### config.mk
export PLATFORM = sky130hd
export DESIGN_NAME = ip_pseudo_header_checksum
export DESIGN_NICKNAME = d
export VERILOG_FILES = /design/src/iphc_pkg.sv /design/src/ip_pseudo_header_checksum.sv /design/src/iphc_parser.sv /design/src/iphc_queue.sv /design/src/iphc_sum.sv
export SDC_FILE = /design/constraint.sdc
export NUM_CORES = 1
export LEC_CHECK = 0
export BUFFER_PORTS_ARGS = -buffer_cell sky130_fd_sc_hd__buf_2
export CAP_MARGIN = 20
export CORE_ASPECT_RATIO = 0.75
export CORE_UTILIZATION = 60
export CTS_BUF_LIST = sky130_fd_sc_hd__clkbuf_16
export DETAILED_ROUTE_END_ITERATION = 10
export GPL_TIMING_DRIVEN = 0
export HOLD_SLACK_MARGIN = 0.02
export PLACE_DENSITY = 0.78
export SYNTH_ARGS = -nofsm -noshare
export SYNTH_HDL_FRONTEND = slang
export SYNTH_SLANG_ARGS = --single-unit
### constraint.sdc
create_clock -name clk -period 7.2 [get_ports clk]
set_input_delay 1.08 -clock clk [delete_from_list [all_inputs] [get_ports clk]]
set_output_delay 1.08 -clock clk [all_outputs]
set_load 0.02 [all_outputs]
### src/iphc_pkg.sv
package iphc_pkg;

  // Default depth of the queue between the header parser and the checksum unit.
  localparam int IPHC_QUEUE_DEPTH = 2;

  // Byte positions of the captured header fields.
  localparam logic [5:0] IPHC_POS_VERSION  = 6'd0;
  localparam logic [5:0] IPHC_POS_PROTOCOL = 6'd9;
  localparam logic [5:0] IPHC_POS_SRC_LO   = 6'd12;
  localparam logic [5:0] IPHC_POS_DST_LO   = 6'd16;
  localparam logic [5:0] IPHC_POS_OPTIONS  = 6'd20;
  localparam logic [5:0] IPHC_POS_MAX      = 6'd63;

  // Fixed header size in bytes.
  localparam logic [6:0] IPHC_MIN_HDR_BYTES = 7'd20;

  // Option codes and option length limits.
  localparam logic [7:0] IPHC_OPT_EOL          = 8'd0;
  localparam logic [7:0] IPHC_OPT_NOP          = 8'd1;
  localparam logic [7:0] IPHC_OPT_LSRR         = 8'd131;
  localparam logic [7:0] IPHC_OPT_SSRR         = 8'd137;
  localparam logic [7:0] IPHC_OPT_MIN_LEN      = 8'd2;
  localparam logic [7:0] IPHC_ROUTE_MIN_LEN    = 8'd7;
  localparam logic [8:0] IPHC_ROUTE_TAIL_BYTES = 9'd4;

  // Option walker phase.
  typedef enum logic [2:0] {
    PH_TYPE = 3'b001,
    PH_LEN  = 3'b010,
    PH_BODY = 3'b100
  } iphc_phase_t;

  // One header byte with its side fields.
  typedef struct packed {
    logic [7:0]  header_byte;
    logic        byte_last;
    logic [15:0] partial_checksum;
    logic [15:0] transport_length;
  } iphc_in_t;

  // One result.
  typedef struct packed {
    logic [15:0] pseudo_checksum;
    logic [31:0] final_destination;
    logic        route_used;
    logic        header_short;
  } iphc_out_t;

  // Parsed header summary handed from the parser to the checksum unit.
  typedef struct packed {
    logic [15:0] partial_checksum;
    logic [15:0] transport_length;
    logic [31:0] source_address;
    logic [31:0] final_destination;
    logic [7:0]  protocol_number;
    logic        route_used;
    logic        header_short;
  } iphc_rec_t;

  // Queue status seen by the parser side and the checksum side.
  typedef struct packed {
    logic full;
    logic empty;
  } iphc_q_stat_t;

endpackage

### src/ip_pseudo_header_checksum.sv
// After the transfer of the last header byte, a result passes the queue write, the sum register
// and then the fold register before it is valid at the output.
// Throughput: one header byte per cycle while the queue is not full; the parser updates its state with each byte.
// The queue of QUEUE_DEPTH summaries lets the parser keep taking bytes while results wait.
// Reset: synchronous and active high; parser state, queue and pipeline valids clear at once.
module ip_pseudo_header_checksum #(
  parameter int QUEUE_DEPTH = iphc_pkg::IPHC_QUEUE_DEPTH
) (
  input  logic               clk,
  input  logic               rst,
  input  logic               hdr_valid,
  output logic               hdr_ready,
  input  iphc_pkg::iphc_in_t hdr,
  output logic               res_valid,
  input  logic               res_ready,
  output iphc_pkg::iphc_out_t res
);
  import iphc_pkg::*;

  logic         take;
  logic         rec_push;
  iphc_rec_t    push_rec;
  logic         rec_pop;
  iphc_rec_t    head_rec;
  iphc_q_stat_t q_stat;

  // A byte is taken whenever there is room for a possible summary.
  assign hdr_ready = !q_stat.full;
  assign take      = hdr_valid && hdr_ready;

  iphc_parser u_parser (
    .clk      (clk),
    .rst      (rst),
    .take     (take),
    .hdr      (hdr),
    .rec_push (rec_push),
    .rec      (push_rec)
  );

  iphc_queue #(
    .DEPTH (QUEUE_DEPTH)
  ) u_queue (
    .clk      (clk),
    .rst      (rst),
    .push     (rec_push),
    .push_rec (push_rec),
    .pop      (rec_pop),
    .head_rec (head_rec),
    .stat     (q_stat)
  );

  iphc_sum u_sum (
    .clk       (clk),
    .rst       (rst),
    .rec_valid (!q_stat.empty),
    .rec       (head_rec),
    .rec_pop   (rec_pop),
    .res_valid (res_valid),
    .res_ready (res_ready),
    .res       (res)
  );

  // A summary is never written into a full queue.
  assert property (@(posedge clk) disable iff (rst) rec_push |-> !q_stat.full)
    else $error("summary written into full queue");

  // The transfer of a last byte leaves a summary waiting in the queue.
  assert property (@(posedge clk) disable iff (rst)
    (take && hdr.byte_last) |=> !q_stat.empty)
    else $error("last byte left no summary in the queue");

  // The checksum unit never reads from an empty queue.
  assert property (@(posedge clk) disable iff (rst) rec_pop |-> !q_stat.empty)
    else $error("read from empty queue");

endmodule

### src/iphc_parser.sv
module iphc_parser (
  input  logic               clk,
  input  logic               rst,
  input  logic               take,
  input  iphc_pkg::iphc_in_t hdr,
  output logic               rec_push,
  output iphc_pkg::iphc_rec_t rec
);
  import iphc_pkg::*;

  logic [5:0]  byte_position, byte_position_next;
  logic [3:0]  header_words, header_words_next;
  logic [7:0]  protocol_number, protocol_number_next;
  logic [31:0] source_address, source_address_next;
  logic [31:0] dest_address, dest_address_next;
  logic [31:0] route_address, route_address_next;
  iphc_phase_t option_phase, option_phase_next;
  logic [7:0]  option_kind, option_kind_next;
  logic [7:0]  option_length, option_length_next;
  logic [5:0]  option_offset, option_offset_next;
  logic        route_found, route_found_next;
  logic        walk_done, walk_done_next;

  logic [7:0]  b;
  logic [5:0]  p;
  logic [5:0]  end_pos;
  logic        walk_en;
  logic [8:0]  opt_end;
  logic [8:0]  stop;
  logic        is_route;
  logic [6:0]  count;

  assign b = hdr.header_byte;
  assign p = byte_position;

  // Field capture and the option walk for the byte in this transfer.
  always_comb begin
    header_words_next    = (p == IPHC_POS_VERSION) ? b[3:0] : header_words;
    protocol_number_next = (p == IPHC_POS_PROTOCOL) ? b : protocol_number;
    source_address_next  = source_address;
    dest_address_next    = dest_address;
    if (p >= IPHC_POS_SRC_LO && p < IPHC_POS_DST_LO) begin
      source_address_next = {source_address[23:0], b};
    end
    if (p >= IPHC_POS_DST_LO && p < IPHC_POS_OPTIONS) begin
      dest_address_next = {dest_address[23:0], b};
    end

    end_pos = {header_words_next, 2'b00};
    walk_en = (p >= IPHC_POS_OPTIONS) && (p < end_pos) && (p < IPHC_POS_MAX) &&
              !walk_done && !route_found;

    opt_end  = {3'b000, option_offset} + {1'b0, b};
    stop     = {3'b000, option_offset} + {1'b0, option_length} - 9'd1;
    is_route = ((option_kind == IPHC_OPT_SSRR) || (option_kind == IPHC_OPT_LSRR)) &&
               (option_length >= IPHC_ROUTE_MIN_LEN);

    option_phase_next  = option_phase;
    option_kind_next   = option_kind;
    option_length_next = option_length;
    option_offset_next = option_offset;
    route_address_next = route_address;
    route_found_next   = route_found;
    walk_done_next     = walk_done;

    if (walk_en) begin
      case (option_phase)
        PH_TYPE: begin
          if (b == IPHC_OPT_EOL) begin
            walk_done_next = 1'b1;
          end else if (b != IPHC_OPT_NOP) begin
            option_kind_next   = b;
            option_offset_next = p;
            option_phase_next  = PH_LEN;
          end
        end
        PH_LEN: begin
          if (b < IPHC_OPT_MIN_LEN || opt_end > {3'b000, end_pos}) begin
            walk_done_next = 1'b1;
          end else begin
            option_length_next = b;
            option_phase_next  = (b == IPHC_OPT_MIN_LEN) ? PH_TYPE : PH_BODY;
          end
        end
        PH_BODY: begin
          // The last four bytes of a source route hold the final hop.
          if (is_route && ({3'b000, p} + IPHC_ROUTE_TAIL_BYTES > stop)) begin
            route_address_next = {route_address[23:0], b};
          end
          if ({3'b000, p} >= stop) begin
            option_phase_next = PH_TYPE;
            if (is_route) begin
              route_found_next = 1'b1;
            end
          end
        end
        default: begin
          option_phase_next = PH_TYPE;
        end
      endcase
    end

    byte_position_next = (p == IPHC_POS_MAX) ? p : p + 6'd1;
  end

  // Summary of the finished header, taken from the updated state.
  assign count    = {1'b0, p} + 7'd1;
  assign rec_push = take && hdr.byte_last;

  always_comb begin
    rec.partial_checksum  = hdr.partial_checksum;
    rec.transport_length  = hdr.transport_length;
    rec.source_address    = source_address_next;
    rec.final_destination = route_found_next ? route_address_next : dest_address_next;
    rec.protocol_number   = protocol_number_next;
    rec.route_used        = route_found_next;
    rec.header_short      = (count < IPHC_MIN_HDR_BYTES) || (count < {1'b0, end_pos});
  end

  // Parser state; a last byte returns everything to its reset value.
  always_ff @(posedge clk) begin
    if (rst || (take && hdr.byte_last)) begin
      byte_position   <= '0;
      header_words    <= '0;
      protocol_number <= '0;
      source_address  <= '0;
      dest_address    <= '0;
      route_address   <= '0;
      option_phase    <= PH_TYPE;
      option_kind     <= '0;
      option_length   <= '0;
      option_offset   <= '0;
      route_found     <= 1'b0;
      walk_done       <= 1'b0;
    end else if (take) begin
      byte_position   <= byte_position_next;
      header_words    <= header_words_next;
      protocol_number <= protocol_number_next;
      source_address  <= source_address_next;
      dest_address    <= dest_address_next;
      route_address   <= route_address_next;
      option_phase    <= option_phase_next;
      option_kind     <= option_kind_next;
      option_length   <= option_length_next;
      option_offset   <= option_offset_next;
      route_found     <= route_found_next;
      walk_done       <= walk_done_next;
    end
  end

endmodule

### src/iphc_queue.sv
module iphc_queue #(
  parameter int DEPTH = iphc_pkg::IPHC_QUEUE_DEPTH
) (
  input  logic                   clk,
  input  logic                   rst,
  input  logic                   push,
  input  iphc_pkg::iphc_rec_t    push_rec,
  input  logic                   pop,
  output iphc_pkg::iphc_rec_t    head_rec,
  output iphc_pkg::iphc_q_stat_t stat
);
  import iphc_pkg::*;

  localparam int AW = (DEPTH > 1) ? $clog2(DEPTH) : 1;
  localparam int CW = $clog2(DEPTH + 1);
  localparam logic [AW-1:0] LAST_SLOT = AW'(DEPTH - 1);
  localparam logic [CW-1:0] FULL_CNT  = CW'(DEPTH);

  iphc_rec_t     slots [DEPTH];
  logic [AW-1:0] wr_ptr;
  logic [AW-1:0] rd_ptr;
  logic [CW-1:0] count;

  assign stat.full  = (count == FULL_CNT);
  assign stat.empty = (count == '0);
  assign head_rec   = slots[rd_ptr];

  // Record storage.
  always_ff @(posedge clk) begin
    if (push) begin
      slots[wr_ptr] <= push_rec;
    end
  end

  // Pointers and fill count.
  always_ff @(posedge clk) begin
    if (rst) begin
      wr_ptr <= '0;
      rd_ptr <= '0;
      count  <= '0;
    end else begin
      if (push) begin
        wr_ptr <= (wr_ptr == LAST_SLOT) ? '0 : wr_ptr + AW'(1);
      end
      if (pop) begin
        rd_ptr <= (rd_ptr == LAST_SLOT) ? '0 : rd_ptr + AW'(1);
      end
      if (push && !pop) begin
        count <= count + CW'(1);
      end else if (pop && !push) begin
        count <= count - CW'(1);
      end
    end
  end

endmodule

### src/iphc_sum.sv
module iphc_sum (
  input  logic                clk,
  input  logic                rst,
  input  logic                rec_valid,
  input  iphc_pkg::iphc_rec_t rec,
  output logic                rec_pop,
  output logic                res_valid,
  input  logic                res_ready,
  output iphc_pkg::iphc_out_t res
);
  import iphc_pkg::*;

  logic        s1_valid;
  logic [18:0] s1_sum;
  logic [31:0] s1_dst;
  logic        s1_route;
  logic        s1_short;
  logic        s1_ready;
  logic        s2_ready;
  logic [18:0] sum_raw;
  logic [16:0] fold1;
  logic [15:0] fold2;

  assign s2_ready = !res_valid || res_ready;
  assign s1_ready = !s1_valid || s2_ready;
  assign rec_pop  = rec_valid && s1_ready;

  // Wide add of all pseudo header words.
  assign sum_raw = {3'b000, ~rec.partial_checksum} +
                   {3'b000, rec.source_address[31:16]} +
                   {3'b000, rec.source_address[15:0]} +
                   {3'b000, rec.final_destination[31:16]} +
                   {3'b000, rec.final_destination[15:0]} +
                   {3'b000, rec.transport_length} +
                   {11'd0, rec.protocol_number};

  // End-around carry fold of the registered sum.
  assign fold1 = {1'b0, s1_sum[15:0]} + {14'd0, s1_sum[18:16]};
  assign fold2 = fold1[15:0] + {15'd0, fold1[16]};

  // Stage one: sum register.
  always_ff @(posedge clk) begin
    if (rst) begin
      s1_valid <= 1'b0;
    end else if (s1_ready) begin
      s1_valid <= rec_valid;
    end
  end

  always_ff @(posedge clk) begin
    if (rec_pop) begin
      s1_sum   <= sum_raw;
      s1_dst   <= rec.final_destination;
      s1_route <= rec.route_used;
      s1_short <= rec.header_short;
    end
  end

  // Stage two: result register.
  always_ff @(posedge clk) begin
    if (rst) begin
      res_valid <= 1'b0;
    end else if (s2_ready) begin
      res_valid <= s1_valid;
    end
  end

  always_ff @(posedge clk) begin
    if (s2_ready && s1_valid) begin
      res.pseudo_checksum   <= ~fold2;
      res.final_destination <= s1_dst;
      res.route_used        <= s1_route;
      res.header_short      <= s1_short;
    end
  end

endmodule
# Yosys cells after proc, flatten, opt, wreduce, memory -nomap -nowiden
# Memory sizes are Yosys's and may differ from the RTL's. A register that Yosys moved wholly into a read port is not among the register bits.
# Cells that the tools add are included.
# word_totals
input_bits	45
register_bits	250
out_inout_bits	52
memories	1
mem_bits_rw	212
wordCells	146
# memory_table
name	words	width	rd	rd_ports_with_merged_regs	wr	line	rtl
u_queue.slots	2	106	1	1	1	iphc_queue.sv:19	iphc_rec_t slots [DEPTH];
# op_classes
add_sub_neg	18
magnitude_cmp	14
n_eq_ne	16
n_mux	29
n_reduce_logical	38
bitwise_logic	5
# ops
op	n
$mux W32	6
$add A19 B16 Y19	4
$not A16 Y16	2
$add A19 B8 Y19	1
$add A6 B8 Y9	2
$add A16 B16 Y17	1
$add A16 B3 Y17	1
$add A16 B1 Y16	1
$eq A8 B8 Y1 const B	2
$mux W3	5
$logic_and A1 B1 Y1	14
$ge A6 B5 Y1 const B	2
$lt A6 B5 Y1 const B	2
$mux W1	12
$reduce_and A5 Y1	2
$ge A6 B9 Y1	1
$gt A9 B6 Y1	1
$gt A9 B9 Y1	1
$pmux W3 S3	1
$sub A9 B1 Y9 const B	1
$eq A8 B2 Y1 const B	1
$ge A8 B3 Y1 const B	1
$logic_not A1 Y1	8
$logic_not A8 Y1	1
33 further kinds	47

# Logic depth before layout (Yosys ltp)
# logic_depth
ltp_word	9
mapped_depth	24
depth_no_buf	21

# Cells and area by module
# A second synthesis with hierarchy kept.
# hier_totals
cells_unflattened	1960
hier_area_um2	23314.9
# modules_own_cells
mod	seq_area_each_um2	area_each_um2	cells_each	n_inst
iphc_parser	2822.7	8713.4	1095	1
iphc_queue	6466.2	8012.7	352	1
iphc_sum	3133.0	6575.1	510	1
ip_pseudo_header_checksum	0.0	13.8	3	1

# Worst setup path after synthesis
# OpenSTA, ideal clock, no wires.
# synth_path
kind	input to register
startpoint	in hdr_valid
endpoint	mem u_queue.slots[0][0] (netlist name) (enable)
slack_ns	0.696
arrival_ns	5.932
setup_ns	0.572
cell_stages	4
path_buffers	1
required_time_ns	6.628
path_cell_list	and2_1 -> clkbuf_1 -> nand2_1 -> nor2_1
# synth_via
elab_chain_cells	4
# synth_rtl
item	line	rtl
start: declaration	ip_pseudo_header_checksum.sv:11	input logic hdr_valid,
$logic_and A1 B1 Y1	ip_pseudo_header_checksum.sv:29	assign take = hdr_valid && hdr_ready;
$logic_and A1 B1 Y1	iphc_parser.sv:108	assign rec_push = take && hdr.byte_last;
$mux W1	iphc_queue.sv:30	if (push) begin
$mux W1 (implied by the code)	iphc_queue.sv:31	slots[wr_ptr] <= push_rec;
end: declaration	iphc_queue.sv:19	
# No other way between the ends.

==> results.ini <==
[status]
status=finished clean

[yosys]
yosysTopAreaCell=edfxtp_1
synth-seq-area-share_pct=54.9
syn_area_mm2=0.0226
ys_ff_latch=463
syn_inst=1836
synthTopCellsByArea=edfxtp_1, dfxtp_1, mux2i_1, mux2_2, ha_1
synthDistinctLibCells=69
syn_avg_cell_area_um2=12.3
async_flop_share_pct=0
synth.top_cell.area_share_pct=41.8
synth_edf_count=315
yosys_warnings=0
ys.flop_type=edfxtp_1
syn_nets=2038

[pwr]
netSwitchingFraction_pct=40.5
leakagePower_nw=9.94
power.internal_mw=8.06
ir_worst_vdd_v=0.000684
power_frac_seq_pct=28.7
power_switching_mw=5.49
power_density_mw_per_mm2=536
pwr-share-clk_pct=16.2
p_comb_share_pct=55.1

[floorplan]
dieArea_mm2=0.0385
start_util_pct=61.0
core_area_mm2=0.0371
rows=61
die_h_um=170
fp.dieW_um=226
io_pins=97

[clock_network]
postCtsSetupRepairBufs=0
clk_path_buf_depth=3
h-tree-depth=2
clock_sinks=463
cts_resized=6
cts-buffers-inserted=45
clock-root-buffer=clkbuf_16
path_clk_slew_ps=60
clk_latency_ps=560
holdBufCountCts=0
cts_tree=yes

[timing]
rsz0062_at_grt=true
fmax_ghz=0.143
period_minus_slack_ps=7000
hold_viol=0
skew_ps=28.9
fin_crit_sh_pct=97.2
setup_tns_ps=0
tightest_slew_ps=952
finalSetupViolCount=0
maxSlewViolCount=0
final.setup.worst_slack_ps=200
relSlewSlack_pct=36.5

[job]
maxCapViolations=0

[critical_path]
cp-end-kind=flip-flop
path_class=reg -> reg
crit_path_start_kind=flip-flop
r2r_slack_ps=200
crit_required_ps=7510
rr_endpoint=u_sum.s1_sum[17]
worst_ep_arrival_time_ps=7310
crit_fanout=10
r2r_cells=24
critPathCapture=u_sum.s1_sum[17]

[placement]
dp_cells=2440
hpwl_um=38600
postPlaceCellArea_mm2=0.0239
dp_slack_ps=-784
io_buffers=94
place_congestion=0.924

[layout]
final_common_cell=edfxtp_1
drive_gt1_share_pct=16.2
finalInstanceArea_mm2=0.0253
final_cells=2524
diodes=0
syn2layout_area_growth_pct=11.7
nets=2186
final_core_util_pct=68.1
most-common-layout-cells=edfxtp_1, nor2_1, mux2i_1, inv_1, dfxtp_1
fillers=2634

[routing]
via_per_inst=5.77
routedWlPerCell_um=20.7
wirelength_um=52200
vias=14600
final_antenna_net_count=0
drc=0
drtIter0Drc=1408
firstDrtPassIters=7

[hold_path]
hold_path.class=reg -> reg

[grt]
antenna_found_initial=1
grtUsageTotal_pct=27.6
grt_start_max_net_pins=64
grt_pass1_vias=14000
grt_pass1_wl_um=79100
grt_overflow_total=0

## per-stage QoR
| stage | power [mW] | hold WS [ps] |
|---|---|---|
| after CTS | 13.5 | 416 |
| after global routing | 14.6 | 420 |
| after floorplan | 9.41 | 400 |
| after global placement | 10.9 | 401 |
| final | 13.6 | 418 |
| after detailed placement | 11.2 | 405 |
## layer usage
metal	GRT usage [%]	wire (µm)	up-vias
met5	0	13	-
met4	6.55	1060	2
met3	7.39	4780	84
met2	42.1	23100	550
met1	39.3	23200	7131
li1	-	-	6800
## cells by family (layout without fill, tap and decap cells)
logic type	count (synthesis)	after routing	synth area share, %
simple gates	449	449	9.06
flops	463	463	54.9
fa+ha+maj	157	157	10.7
compound gates	199	199	5.91
mux	274	274	12.8
buf+inv	225	409	4.00
xor+xnor	69	69	2.67
## power by group through the flow
stage | logic (mW) | clock network, mW | registers [mW]
floorplan | 5.38 | 0 | 4.02
global placement | 6.89 | 0 | 3.97
detailed placement | 7.27 | 0 | 3.95
CTS | 7.43 | 2.22 | 3.90
global route | 8.31 | 2.32 | 3.94
finish | 7.47 | 2.19 | 3.90
## worst max-delay path, stage by stage (launching register included)
cell      delay (ps)
dfxtp_1          300
clkbuf_1         330
clkbuf_4         380
clkbuf_4         350
mux2i_1          370
ha_1             280
fa_1             230
a21oi_1          120
o211ai_1         280
nand2_1          100
o21ai_1          300
nor2_1            90
xor2_1           180
fa_1             520
fa_1             540
fa_1             540
inv_1             40
ha_1             360
and2_1           200
a31o_2           220
a31oi_1          220
a21oi_1          190
a211o_1          300
a21oi_1          210
xnor2_1          110
## layout make-up
| class | count | area (µm²) | area share, % |
|---|---|---|---|
| Buffer | 74 | 352 | 1.39 |
| Clock buffer | 47 | 1180 | 4.65 |
| Clock inverter | 36 | 199 | 0.787 |
| Inverter | 151 | 567 | 2.24 |
| Multi-Input combinational cell | 1148 | 9330 | 36.9 |
| Sequential cell | 463 | 12400 | 49.1 |
| Tap cell | 504 | 631 | 2.50 |
| Timing Repair Buffer | 101 | 603 | 2.39 |
## sequential cells by signal (all words and copies together), names as in the netlist, 4 cells and up, named ones only
register / cells
u_parser.header_words: 4
u_parser.route_address: 32
u_queue.slots: 212
u_parser.source_address: 32
u_parser.protocol_number: 8
u_parser.option_kind: 8
u_parser.dest_address: 32
u_parser.option_offset: 6
u_parser.option_length: 8
u_sum.s1_sum: 19
u_parser.byte_position: 6
u_sum.res: 50
u_sum.s1_dst: 32
## worst min-delay path by stage
stage | startpoint | endpoint | slack (ps) | cells after the start
final | u_sum.s1_dst[18] | u_sum.res[20] | 420 | 0
after floorplan | u_sum.s1_short | u_sum.res[0] | 400 | 0
after global routing | u_sum.s1_dst[8] | u_sum.res[10] | 420 | 0
after CTS | u_sum.s1_dst[8] | u_sum.res[10] | 420 | 0
after global placement | u_sum.s1_dst[16] | u_sum.res[18] | 400 | 0
after detailed placement | u_sum.s1_dst[18] | u_sum.res[20] | 400 | 0
## cell usage after synthesis (40+ instances only)
cell,n
edfxtp_1,315
dfxtp_1,148
clkbuf_1,53
nand2_1,109
nor2_1,185
inv_1,151
xnor2_1,40
mux2_2,108
fa_1,60
ha_1,97
a21oi_1,74
nor3_1,60
mux2i_1,165
Power figures use the tool's default switching activity.
